File: src/sv/oac_pkg.sv
// ----------------------------------------------------------------------------
// oac_pkg
// Shared types, codes and reset values of the obstacle avoidance controller.
// ----------------------------------------------------------------------------
package oac_pkg;

    // drive action codes
    typedef enum logic [2:0] {
        DRV_STOP     = 3'd0,
        DRV_STRAIGHT = 3'd1,
        DRV_REVERSE  = 3'd2,
        DRV_RIGHT    = 3'd3,
        DRV_LEFT     = 3'd4
    } t_drive;

    // last turn codes
    typedef enum logic [1:0] {
        LAST_NONE  = 2'd0,
        LAST_RIGHT = 2'd1,
        LAST_LEFT  = 2'd2
    } t_turn;

    // configuration register indexes
    localparam logic [2:0] CFG_OBSTACLE_THRESHOLD = 3'd0;
    localparam logic [2:0] CFG_REAR_THRESHOLD     = 3'd1;
    localparam logic [2:0] CFG_REVERSE_TICKS      = 3'd2;
    localparam logic [2:0] CFG_TURN_START         = 3'd3;
    localparam logic [2:0] CFG_ESCAPE_TICKS       = 3'd4;
    localparam logic [2:0] CFG_OSCILLATION_LIMIT  = 3'd5;

    // configuration reset values
    localparam logic [7:0] RST_OBSTACLE_THRESHOLD = 8'd75;
    localparam logic [7:0] RST_REAR_THRESHOLD     = 8'd110;
    localparam logic [7:0] RST_REVERSE_TICKS      = 8'd69;
    localparam logic [7:0] RST_TURN_START         = 8'd30;
    localparam logic [7:0] RST_ESCAPE_TICKS       = 8'd50;
    localparam logic [7:0] RST_OSCILLATION_LIMIT  = 8'd10;

    // h-bridge pin patterns
    localparam logic [3:0] BRIDGE_FORWARD = 4'h9;
    localparam logic [3:0] BRIDGE_LEFT    = 4'hA;
    localparam logic [3:0] BRIDGE_REVERSE = 4'h6;
    localparam logic [3:0] BRIDGE_OFF     = 4'h0;

    // configuration set
    typedef struct packed {
        logic [7:0] obstacle_threshold;
        logic [7:0] rear_threshold;
        logic [7:0] reverse_ticks;
        logic [7:0] turn_start;
        logic [7:0] escape_ticks;
        logic [7:0] oscillation_limit;
    } t_cfg;

    // state kept between ticks
    typedef struct packed {
        logic [7:0] reverse_count;
        logic [7:0] escape_count;
        logic [7:0] alternation_count;
        t_turn      previous_turn;
        t_drive     current_drive;
    } t_state;

    // bridge pin pattern for a drive code
    function automatic logic [3:0] bridge_of(input t_drive drive);
        logic [3:0] bits;
        unique case (drive)
            DRV_STRAIGHT: bits = BRIDGE_FORWARD;
            DRV_RIGHT:    bits = BRIDGE_FORWARD;
            DRV_LEFT:     bits = BRIDGE_LEFT;
            DRV_REVERSE:  bits = BRIDGE_REVERSE;
            default:      bits = BRIDGE_OFF;
        endcase
        return bits;
    endfunction

endpackage

File: src/sv/oac_decide.sv
// ----------------------------------------------------------------------------
// oac_decide
// Decision logic for one control tick: next state from the current state,
// the four range readings and the configuration.
// ----------------------------------------------------------------------------
module oac_decide (
    input  oac_pkg::t_state i_state,
    input  oac_pkg::t_cfg   i_cfg,
    input  logic [7:0]      i_left_range,
    input  logic [7:0]      i_right_range,
    input  logic [7:0]      i_front_range,
    input  logic [7:0]      i_back_range,
    output oac_pkg::t_state o_state
);
    import oac_pkg::*;

    logic       left_blocked;
    logic       right_blocked;
    logic       front_blocked;
    logic       alt_right;
    logic       alt_left;
    logic [7:0] alt_count_right;
    logic [7:0] alt_count_left;
    logic [7:0] reload_count;

    // obstacle flags
    assign left_blocked  = i_left_range  > i_cfg.obstacle_threshold;
    assign right_blocked = i_right_range > i_cfg.obstacle_threshold;
    assign front_blocked = i_front_range > i_cfg.obstacle_threshold;

    // oscillation counter candidates for a right or a left turn
    assign alt_right       = (i_state.previous_turn | LAST_RIGHT) == 2'd3;
    assign alt_left        = (i_state.previous_turn | LAST_LEFT) == 2'd3;
    assign alt_count_right = alt_right ? i_state.alternation_count + 8'd1 : 8'd0;
    assign alt_count_left  = alt_left  ? i_state.alternation_count + 8'd1 : 8'd0;

    // rear obstacle reload, floored at zero
    assign reload_count = (i_cfg.turn_start >= 8'd2) ? i_cfg.turn_start - 8'd2 : 8'd0;

    // priority decision
    always_comb begin
        o_state = i_state;
        priority if (i_state.reverse_count != 8'd0) begin
            if (i_back_range > i_cfg.rear_threshold) begin
                o_state.reverse_count = reload_count;
            end else begin
                if (i_state.reverse_count < i_cfg.turn_start) begin
                    o_state.current_drive = DRV_RIGHT;
                end
                o_state.reverse_count = i_state.reverse_count - 8'd1;
            end
        end else if (i_state.escape_count != 8'd0) begin
            o_state.current_drive = DRV_LEFT;
            o_state.escape_count  = i_state.escape_count - 8'd1;
        end else if (front_blocked && left_blocked && right_blocked) begin
            o_state.current_drive = DRV_REVERSE;
            o_state.reverse_count = i_cfg.reverse_ticks;
            o_state.previous_turn = LAST_NONE;
        end else if (left_blocked) begin
            o_state.alternation_count = alt_count_right;
            if (alt_count_right > i_cfg.oscillation_limit) begin
                o_state.escape_count = i_cfg.escape_ticks;
            end
            o_state.current_drive = DRV_RIGHT;
            o_state.previous_turn = LAST_RIGHT;
        end else if (right_blocked) begin
            o_state.alternation_count = alt_count_left;
            if (alt_count_left > i_cfg.oscillation_limit) begin
                o_state.escape_count = i_cfg.escape_ticks;
            end
            o_state.current_drive = DRV_LEFT;
            o_state.previous_turn = LAST_LEFT;
        end else if (front_blocked) begin
            o_state.current_drive = DRV_REVERSE;
            o_state.reverse_count = i_cfg.reverse_ticks;
            o_state.previous_turn = LAST_NONE;
        end else begin
            o_state.current_drive = DRV_STRAIGHT;
            o_state.previous_turn = LAST_NONE;
        end
    end

endmodule

File: src/sv/obstacle_avoidance_controller_core.sv
// ----------------------------------------------------------------------------
// obstacle_avoidance_controller_core
// Picks a drive action per control tick from four range readings.
// ----------------------------------------------------------------------------
// output: an accepted tick's result is in the output register in the next cycle
// throughput: one tick per cycle unless stalled; the state update is a single
//   compare and counter step from the state registers back to themselves
// reset: synchronous, active low; clears the state and the output valid and
//   loads the configuration registers with their default values
module obstacle_avoidance_controller_core (
    input  logic       i_clk,
    input  logic       i_rst_n,
    // tick input channel
    input  logic       i_in_valid,
    output logic       o_in_ready,
    input  logic [7:0] i_left_range,
    input  logic [7:0] i_right_range,
    input  logic [7:0] i_front_range,
    input  logic [7:0] i_back_range,
    // result channel
    output logic       o_out_valid,
    input  logic       i_out_ready,
    output logic [2:0] o_drive_mode,
    output logic [3:0] o_bridge_bits,
    output logic [1:0] o_turn_memory,
    // configuration write channel
    input  logic       i_cfg_valid,
    output logic       o_cfg_ready,
    input  logic [2:0] i_cfg_index,
    input  logic [7:0] i_cfg_data
);
    import oac_pkg::*;

    t_cfg       r_cfg;
    t_state     r_state;
    t_state     n_state;
    logic       r_out_valid;
    logic [2:0] r_drive_mode;
    logic [3:0] r_bridge_bits;
    logic [1:0] r_turn_memory;
    logic       in_take;

    // handshakes
    assign o_cfg_ready = 1'b1;
    assign o_in_ready  = !r_out_valid || i_out_ready;
    assign in_take     = i_in_valid && o_in_ready;

    // configuration registers
    always_ff @(posedge i_clk) begin
        if (!i_rst_n) begin
            r_cfg.obstacle_threshold <= RST_OBSTACLE_THRESHOLD;
            r_cfg.rear_threshold     <= RST_REAR_THRESHOLD;
            r_cfg.reverse_ticks      <= RST_REVERSE_TICKS;
            r_cfg.turn_start         <= RST_TURN_START;
            r_cfg.escape_ticks       <= RST_ESCAPE_TICKS;
            r_cfg.oscillation_limit  <= RST_OSCILLATION_LIMIT;
        end else if (i_cfg_valid) begin
            unique case (i_cfg_index)
                CFG_OBSTACLE_THRESHOLD: r_cfg.obstacle_threshold <= i_cfg_data;
                CFG_REAR_THRESHOLD:     r_cfg.rear_threshold     <= i_cfg_data;
                CFG_REVERSE_TICKS:      r_cfg.reverse_ticks      <= i_cfg_data;
                CFG_TURN_START:         r_cfg.turn_start         <= i_cfg_data;
                CFG_ESCAPE_TICKS:       r_cfg.escape_ticks       <= i_cfg_data;
                CFG_OSCILLATION_LIMIT:  r_cfg.oscillation_limit  <= i_cfg_data;
                default: ;
            endcase
        end
    end

    // tick decision
    oac_decide u_decide (
        .i_state       (r_state),
        .i_cfg         (r_cfg),
        .i_left_range  (i_left_range),
        .i_right_range (i_right_range),
        .i_front_range (i_front_range),
        .i_back_range  (i_back_range),
        .o_state       (n_state)
    );

    // controller state
    always_ff @(posedge i_clk) begin
        if (!i_rst_n) begin
            r_state.reverse_count     <= 8'd0;
            r_state.escape_count      <= 8'd0;
            r_state.alternation_count <= 8'd0;
            r_state.previous_turn     <= LAST_NONE;
            r_state.current_drive     <= DRV_STOP;
        end else if (in_take) begin
            r_state <= n_state;
        end
    end

    // output valid
    always_ff @(posedge i_clk) begin
        if (!i_rst_n) begin
            r_out_valid <= 1'b0;
        end else if (o_in_ready) begin
            r_out_valid <= i_in_valid;
        end
    end

    // output payload
    always_ff @(posedge i_clk) begin
        if (in_take) begin
            r_drive_mode  <= n_state.current_drive;
            r_bridge_bits <= bridge_of(n_state.current_drive);
            r_turn_memory <= n_state.previous_turn;
        end
    end

    assign o_out_valid   = r_out_valid;
    assign o_drive_mode  = r_drive_mode;
    assign o_bridge_bits = r_bridge_bits;
    assign o_turn_memory = r_turn_memory;

endmodule

File: config.mk
export PLATFORM = sky130hd
export DESIGN_NAME = obstacle_avoidance_controller_core
export DESIGN_NICKNAME = d
export VERILOG_FILES = /design/src/sv/oac_pkg.sv /design/src/sv/oac_decide.sv /design/src/sv/obstacle_avoidance_controller_core.sv
export SDC_FILE = /design/constraint.sdc
export NUM_CORES = 1
export LEC_CHECK = 0
export CORE_MARGIN = 5
export CORE_UTILIZATION = 35
export CTS_BUF_LIST = sky130_fd_sc_hd__clkbuf_16
export DETAILED_ROUTE_END_ITERATION = 12
export DONT_BUFFER_PORTS = 1
export SLEW_MARGIN = 10
export SYNTH_ARGS = -nofsm -noshare
export SYNTH_HDL_FRONTEND = slang
export SYNTH_SLANG_ARGS = --single-unit
File: constraint.sdc
create_clock -name i_clk -period 2.8 [get_ports i_clk]
set_input_delay 0.14 -clock i_clk [delete_from_list [all_inputs] [get_ports i_clk]]
set_output_delay 0.14 -clock i_clk [all_outputs]
set_load 0.01 [all_outputs]
==> impl_summary.log, run 1 <==
[metrics] outcome: finished, final reports clean
[metrics] clock tree from TritonCTS: built
[metrics] CTS buffer count: 9
[metrics] Final min period: 2.73 ns
[metrics] DR vias: 4797
[metrics] total global routing track utilization: 15.8%
[metrics] number of antenna violations at the first check in global routing: 1
[metrics] Clock Root Buffer: clkbuf_16
[metrics] setup skew after layout: 0.00899 ns
[metrics] Final Slew Violations: 0
[metrics] design internal power: 2.61 mW
[metrics] worst hold margin: 0.0963 ns
[metrics] met3 track demand over resource in global routing: 3.76%
[metrics] Site Rows: 45
[metrics] portion of the clock cycle consumed by the worst path in the final layout: 97.5%
[metrics] post-synthesis cell count: 661
[metrics] clock latency of the later-clocked register in the worst-skew pair: 0.35 ns
[metrics] Logic pwr share: 30.0%
[metrics] TritonCTS sink count: 87
[metrics] placed wire-length estimate: 10400 um
[metrics] number of buffer cells added on primary ports: 0
[metrics] met2 track demand over resource in global routing: 25.3%
[metrics] number of flops mapped to enable cells by yosys: 9
[metrics] Post-Route WL: 14100 um
[metrics] leakage power: 2.63 nW
[metrics] data arrival time of the critical path: 2.98 ns
[metrics] startpoint class of the critical path: flip-flop
[metrics] VDD IR-drop max: 341 uV
[metrics] Critical Path End Type: flip-flop
[metrics] pin slew with the least headroom to its limit: 0.942 ns
[metrics] distinct cell type count of the synthesized netlist: 56
[metrics] remaining global-route overflow: 0
[metrics] Final #Nets: 782
[metrics] total DRC errors in the routed layout: 0
[metrics] Area Overhead vs Synth: 14.8%
[metrics] Worst Slack Setup Final: 0.0697 ns
[metrics] sequential element share of the synthesized area: 33.7%
[metrics] most congested layer reported by global routing: met2
[metrics] final setup violation count: 0
[metrics] largest net degree at the start of global routing: 61
[metrics] fraction of layout instances using a drive strength above 1: 10.7%
[metrics] unrepaired setup endpoints after global routing: true
[metrics] floorplan die area: 18100 um^2
[metrics] MaxCap Viol Count: 0
[metrics] Data required, critical path: 3.04 ns
[metrics] number of placed I/O pins: 60
[metrics] share of flip-flops with an asynchronous set or reset: 0%
[metrics] via density per instance: 5.52
[metrics] average routed wire per standard cell: 16.3 um
[metrics] type of the most critical hold path: in2reg
[metrics] placer's final routability congestion estimate: 0.951
[metrics] clk buf depth: 2
[metrics] Synthesized Nets: 768
[metrics] CP Max Fanout: 6
[metrics] number of global-route vias before repair: 4574
[metrics] grt met1 use: 20.9%
[metrics] initial drt markers: 357
[metrics] CTS HTree Levels: 3
[metrics] Total Power Consumption: 3.96 mW
[metrics] Place WS: -0.104 ns
[metrics] Die Y: 135 um
[metrics] number of storage elements in the synthesis netlist: 87
[metrics] portion of total power attributed to the clock network: 29.7%
[metrics] number of nets with antenna violations after routing: 0
[metrics] fraction of power spent switching nets: 34.1%
[metrics] setup tns final: 0 ns
[metrics] detailed-routing iteration count for the pre-antenna-repair pass: 7
[metrics] crit path kind: reg2reg
[metrics] final hold violation count: 0
[metrics] YS warnings: 0
[metrics] width of the chip: 135 um
[metrics] leading register cell type out of synthesis: dfxtp_1
[metrics] mean cell area of the mapped netlist: 8.21 um^2
[metrics] global-route wire length before repair: 23100 um
[metrics] standard cell core area: 15200 um^2
[metrics] effective utilization at floorplan: 35.7%
[metrics] worst slew margin relative to its limit: 36.7%
[metrics] power density relative to cell area: 636 nW/um^2
[metrics] clock input transition at the sequential cells of the worst setup and hold paths: 0.07 ns
[metrics] Max Freq: 366 MHz
[metrics] Seq pwr share: 40.3%
[metrics] Net Switching: 1.35 mW
[metrics] post-synth design cell area: 5430 um^2
-- through the flow --
step                      std cells  utilization (%)  instance area (um^2)
after floorplan                 661                -                  5430
after global placement          840             37.3                  5670
after detailed placement        840             37.3                  5670
after CTS                       867             40.1                  6100
after global routing            869             41.0                  6230
final                           869             41.0                  6230
-- per-layer routing --
| metal | vias to the layer above | part of all wire, % |
|---|---|---|
| li1 | 2363 | - |
| met1 | 2258 | 46 |
| met2 | 147 | 47 |
| met3 | 29 | 4.6 |
| met4 | 0 | 2.7 |
| met5 | - | 0 |
-- Yosys cell counts, types with 6 or more instances --
cell / instances / share of area, %
nand2_1: 120 / 8.3
dfxtp_1: 78 / 29
ha_1: 59 / 14
a21oi_1: 43 / 4.0
inv_1: 42 / 2.9
nor2_1: 34 / 2.4
nand3_1: 26 / 2.4
o211ai_1: 25 / 3.5
o21ai_0: 23 / 2.1
and2_1: 17 / 2.0
clkbuf_1: 16 / 1.1
nor2b_1: 13 / 1.5
a21boi_0: 12 / 1.7
nor3_1: 12 / 1.1
mux2i_1: 11 / 2.0
nand4_1: 11 / 1.3
xnor2_1: 11 / 1.8
a21o_1: 9 / 1.2
edfxtp_1: 9 / 5.0
mux2_2: 9 / 1.9
and3_1: 8 / 0.92
xor2_1: 8 / 1.3
a211oi_1: 6 / 0.83
nand2b_1: 6 / 0.69
-- kinds of logic after synthesis --
logic type	count (synthesis)	share of synthesized area (%)
AOI/OAI and AO/OA	146	18.0
xor gates and xnor gates	19	3.07
DFF	87	33.7
muxes	20	3.90
buffers and inverters	66	4.75
adders and majority gates	60	13.8
and+or+nand+nor	262	22.7
other	1	0.0691
-- sequential cells by signal, indices dropped and copies added, names as in the netlist --
register       count
o_turn_memory      2
r_state           29
r_cfg             48
o_bridge_bits      4
o_out_valid        1
o_drive_mode       3
-- worst paths after layout --
check	cells past startpoint	endpoint	slack, ns	startpoint
setup reg to reg	13	r_state[14]	0.07	r_state[5]
hold / removal	2	r_cfg[41]	0.1	i_rst_n
hold reg to reg	2	r_cfg[10]	0.46	r_cfg[10]
setup / recovery	13	r_state[14]	0.07	r_state[5]
-- power by group through the flow --
stage	combinational [mW]	sequential [mW]	clock (mW)
floorplan	0.845	1.59	0
global placement	1.09	1.62	0
detailed placement	1.11	1.62	0
CTS	1.16	1.60	1.20
global route	1.33	1.61	1.27
finish	1.19	1.60	1.18
-- cell type report --
type	count	area (um^2)
diodes	1	2.50
clock inverters	6	43.8
clock buffers	10	250
well taps	188	235
repair buffers	26	244
inverters	43	161
flip-flops and latches	87	1840
multi-input cells	508	3450
fillers	1500	8970
-- cells in the final DEF (no fill, tap or decap), drive strengths merged, types with 2 or more instances in the layout --
| master | synthesis | layout |
|---|---|---|
| inv | 42 | 42 |
| nand3 | 26 | 26 |
| or2 | 2 | 2 |
| buf | 7 | 16 |
| and3 | 8 | 8 |
| o2111ai | 5 | 5 |
| xor2 | 8 | 8 |
| o31a | 2 | 2 |
| dfxtp | 78 | 78 |
| a311oi | 4 | 4 |
| o21ai | 24 | 24 |
| o22ai | 4 | 4 |
| nand2b | 6 | 6 |
| mux2 | 9 | 9 |
| nand3b | 3 | 3 |
| o211ai | 26 | 26 |
| a311o | 2 | 2 |
| xnor2 | 11 | 11 |
| edfxtp | 9 | 9 |
| nand2 | 120 | 120 |
| a211oi | 7 | 7 |
| clkbuf | 16 | 10 |
| a21boi | 12 | 12 |
| nor2 | 34 | 34 |
| mux2i | 11 | 11 |
| a21o | 9 | 9 |
| nor4 | 2 | 2 |
| nor2b | 13 | 13 |
| clkinv | 1 | 7 |
| or3 | 2 | 2 |
| a21oi | 44 | 44 |
| dlygate4sd3 | 0 | 10 |
| ha | 59 | 59 |
| and2 | 17 | 17 |
| nand4 | 11 | 11 |
| nor3 | 15 | 15 |
-- worst max-delay path: stages (launching register included) --
cell      delay, ns
dfxtp_4        0.38
and3_4         0.19
nand3_4        0.09
nor2_2         0.13
xor2_1         0.20
and2_1         0.18
ha_1           0.25
nand4_1        0.13
nor2_1         0.08
a211oi_2       0.23
a41o_1         0.24
a21oi_4        0.07
a311o_1        0.28
and3_1         0.17
-- what timing repair did --
| item | 4_1_cts | 5_1_grt |
|---|---|---|
| pin swaps | 0 | 11 |
| setup buffers | 0 | 1 |
| hold buffers | 11 | 0 |
| hold endpoints to repair | 68 | 0 |
| setup endpoints to repair | 6 | 12 |
| gates resized for setup | 4 | 27 |
(Power assumes the default switching activity.)
==> run 2: changes to the inputs <==
==> constraint.sdc (replaced) <==
create_clock -name i_clk -period 3.2 [get_ports i_clk]
set_input_delay 0.16 -clock i_clk [delete_from_list [all_inputs] [get_ports i_clk]]
set_output_delay 0.16 -clock i_clk [all_outputs]
set_load 0.01 [all_outputs]
==> impl_summary.log, run 2 (same netlist as run 1, synthesis figures left out) <==
[metrics] outcome: finished, final reports clean
[metrics] met3 track demand over resource in global routing: 3.32%
[metrics] fraction of layout instances using a drive strength above 1: 6.84%
[metrics] standard cell core area: 15200 um^2
[metrics] post-CTS setup-driven buffer insertion count: 0
[metrics] type of the most critical hold path: in2reg
[metrics] leakage power: 2.57 nW
[metrics] MaxCap Viol Count: 0
[metrics] grt met1 use: 19.8%
[metrics] Site Rows: 45
[metrics] Max Freq: 337 MHz
[metrics] number of antenna violations at the first check in global routing: 1
[metrics] total DRC errors in the routed layout: 0
[metrics] most congested layer reported by global routing: met2
[metrics] unrepaired setup endpoints after global routing: false
[metrics] clock tree from TritonCTS: built
[metrics] largest net degree at the start of global routing: 58
[metrics] CP Max Fanout: 17
[metrics] effective utilization at floorplan: 35.7%
[metrics] setup skew after layout: 0.00936 ns
[metrics] Area Overhead vs Synth: 11.3%
[metrics] Worst Setup SP: r_cfg[33]
[metrics] final hold violation count: 0
[metrics] startpoint class of the critical path: flip-flop
[metrics] number of global-route vias before repair: 4541
[metrics] power density relative to cell area: 570 nW/um^2
[metrics] CTS buffer count: 9
[metrics] Critical Path Sink: o_bridge_bits[3]
[metrics] crit path kind: reg2reg
[metrics] width of the chip: 135 um
[metrics] Final min period: 2.97 ns
[metrics] global-route wire length before repair: 22400 um
[metrics] Final Slew Violations: 0
[metrics] TritonCTS sink count: 87
[metrics] number of placed I/O pins: 60
[metrics] Final #Nets: 775
[metrics] most common library cell in the layout ignoring fill and taps: nand2_1
[metrics] clock input transition at the sequential cells of the worst setup and hold paths: 0.06 ns
[metrics] Total Power Consumption: 3.44 mW
[metrics] initial drt markers: 313
[metrics] setup tns final: 0 ns
[metrics] VDD IR-drop max: 405 uV
[metrics] Worst R2R Path Depth: 11
[metrics] clk buf depth: 2
[metrics] via density per instance: 5.40
[metrics] remaining global-route overflow: 0
[metrics] top library cells by usage in the layout, fill and taps aside: nand2_1 (120), dfxtp_1 (78), ha_1 (59)
[metrics] DR vias: 4653
[metrics] Die Y: 135 um
[metrics] Clock Root Buffer: clkbuf_16
[metrics] Post-Route WL: 13600 um
[metrics] Largest register FFs: 48
[metrics] placer's final routability congestion estimate: 0.847
[metrics] clock latency of the later-clocked register in the worst-skew pair: 0.35 ns
[metrics] detailed-routing iteration count for the pre-antenna-repair pass: 7
[metrics] worst slew margin relative to its limit: 40.4%
[metrics] Critical Path End Type: flip-flop
[metrics] R2R Path Start: r_cfg[33]
[metrics] data arrival time of the critical path: 3.06 ns
[metrics] average routed wire per standard cell: 15.7 um
[metrics] number of nets with antenna violations after routing: 0
[metrics] setup slack on the worst flop-to-flop path: 0.23 ns
[metrics] placed wire-length estimate: 9890 um
[metrics] register with the highest flop count: r_cfg
[metrics] final setup violation count: 0
[metrics] endpoint of the lowest-slack register-to-register path: o_bridge_bits[3]
[metrics] pin slew with the least headroom to its limit: 0.887 ns
[metrics] Data required, critical path: 3.30 ns
[metrics] met2 track demand over resource in global routing: 24.9%
[metrics] portion of the clock cycle consumed by the worst path in the final layout: 92.7%
[metrics] floorplan die area: 18100 um^2
[metrics] number of buffer cells added on primary ports: 0
[metrics] CTS HTree Levels: 3
[metrics] total global routing track utilization: 15.1%
run 2: cell types whose count changed in the layout (fill, tap and decap cells not counted), moves of 3 or more:
cell | before | now
buf_4 | 12 | 8
clkinv_4 | 4 | 0
dfxtp_1 | 74 | 78
dfxtp_2 | 3 | 0
ha_4 | 3 | 0
buf_6 | 3 | 0
ha_1 | 56 | 59
run 2: routing by layer:
layer / part of all wire (%) / vias to the layer above
met5: 0 / -
met4: 1.8 / 0
met3: 4.2 / 19
met2: 48 / 109
met1: 46 / 2180
li1: - / 2345
run 2: area by class of cell:
class | count | area, um^2
Fill cell | 1519 | 9160
Multi-Input combinational cell | 508 | 3340
Sequential cell | 87 | 1830
Tap cell | 188 | 235
Clock buffer | 9 | 225
Timing Repair Buffer | 19 | 180
Inverter | 43 | 161
Clock inverter | 7 | 62.6
Antenna cell | 1 | 2.50
run 2: how the worst min path moves through the flow:
stage / from / endpoint / cells after the start / slack, ns
after floorplan: i_cfg_data[4] / r_cfg[12] / 2 / 0.28
after global placement: i_rst_n / r_cfg[40] / 1 / 0.24
after detailed placement: i_rst_n / r_cfg[40] / 1 / 0.24
after CTS: i_rst_n / r_state[21] / 2 / 0.001
after global routing: i_rst_n / r_state[25] / 2 / 0.001
final: i_rst_n / r_state[21] / 2 / 0.006
run 2: repair_timing:
action / in CTS / in global routing
endpoints found under the hold margin: 68 / 0
setup endpoints to repair: 0 / 1
hold buffers: 11 / 0
gates resized for setup: 0 / 1
run 2: per-stage QoR:
step / hold WS [ns] / cells / area, um^2 / setup WS [ns] / util (%)
after floorplan: 0.284 / 661 / 5430 / 0.609 / -
after global placement: 0.239 / 834 / 5630 / 0.235 / 37.0
after detailed placement: 0.241 / 834 / 5630 / 0.110 / 37.0
after CTS: 0.00106 / 861 / 6030 / 0.0943 / 39.7
after global routing: 0.000985 / 862 / 6040 / 0.0809 / 39.7
final: 0.00634 / 862 / 6040 / 0.234 / 39.7
run 2: report_power, final:
group / internal (mW) / switching [mW]
clock: 0.598 / 0.434
sequential: 1.27 / 0.131
combinational: 0.426 / 0.586
run 2: critical path: stages (launching register included):
cell and delay [ns]:
dfxtp_1 0.30, inv_1 0.06, ha_1 0.29, and4b_1 0.21, a211oi_1 0.28, o22ai_2 0.32, a211oi_2 0.37, buf_4 0.19
nor3_1 0.05, a211oi_2 0.37, nor2_1 0.09, a21o_1 0.19
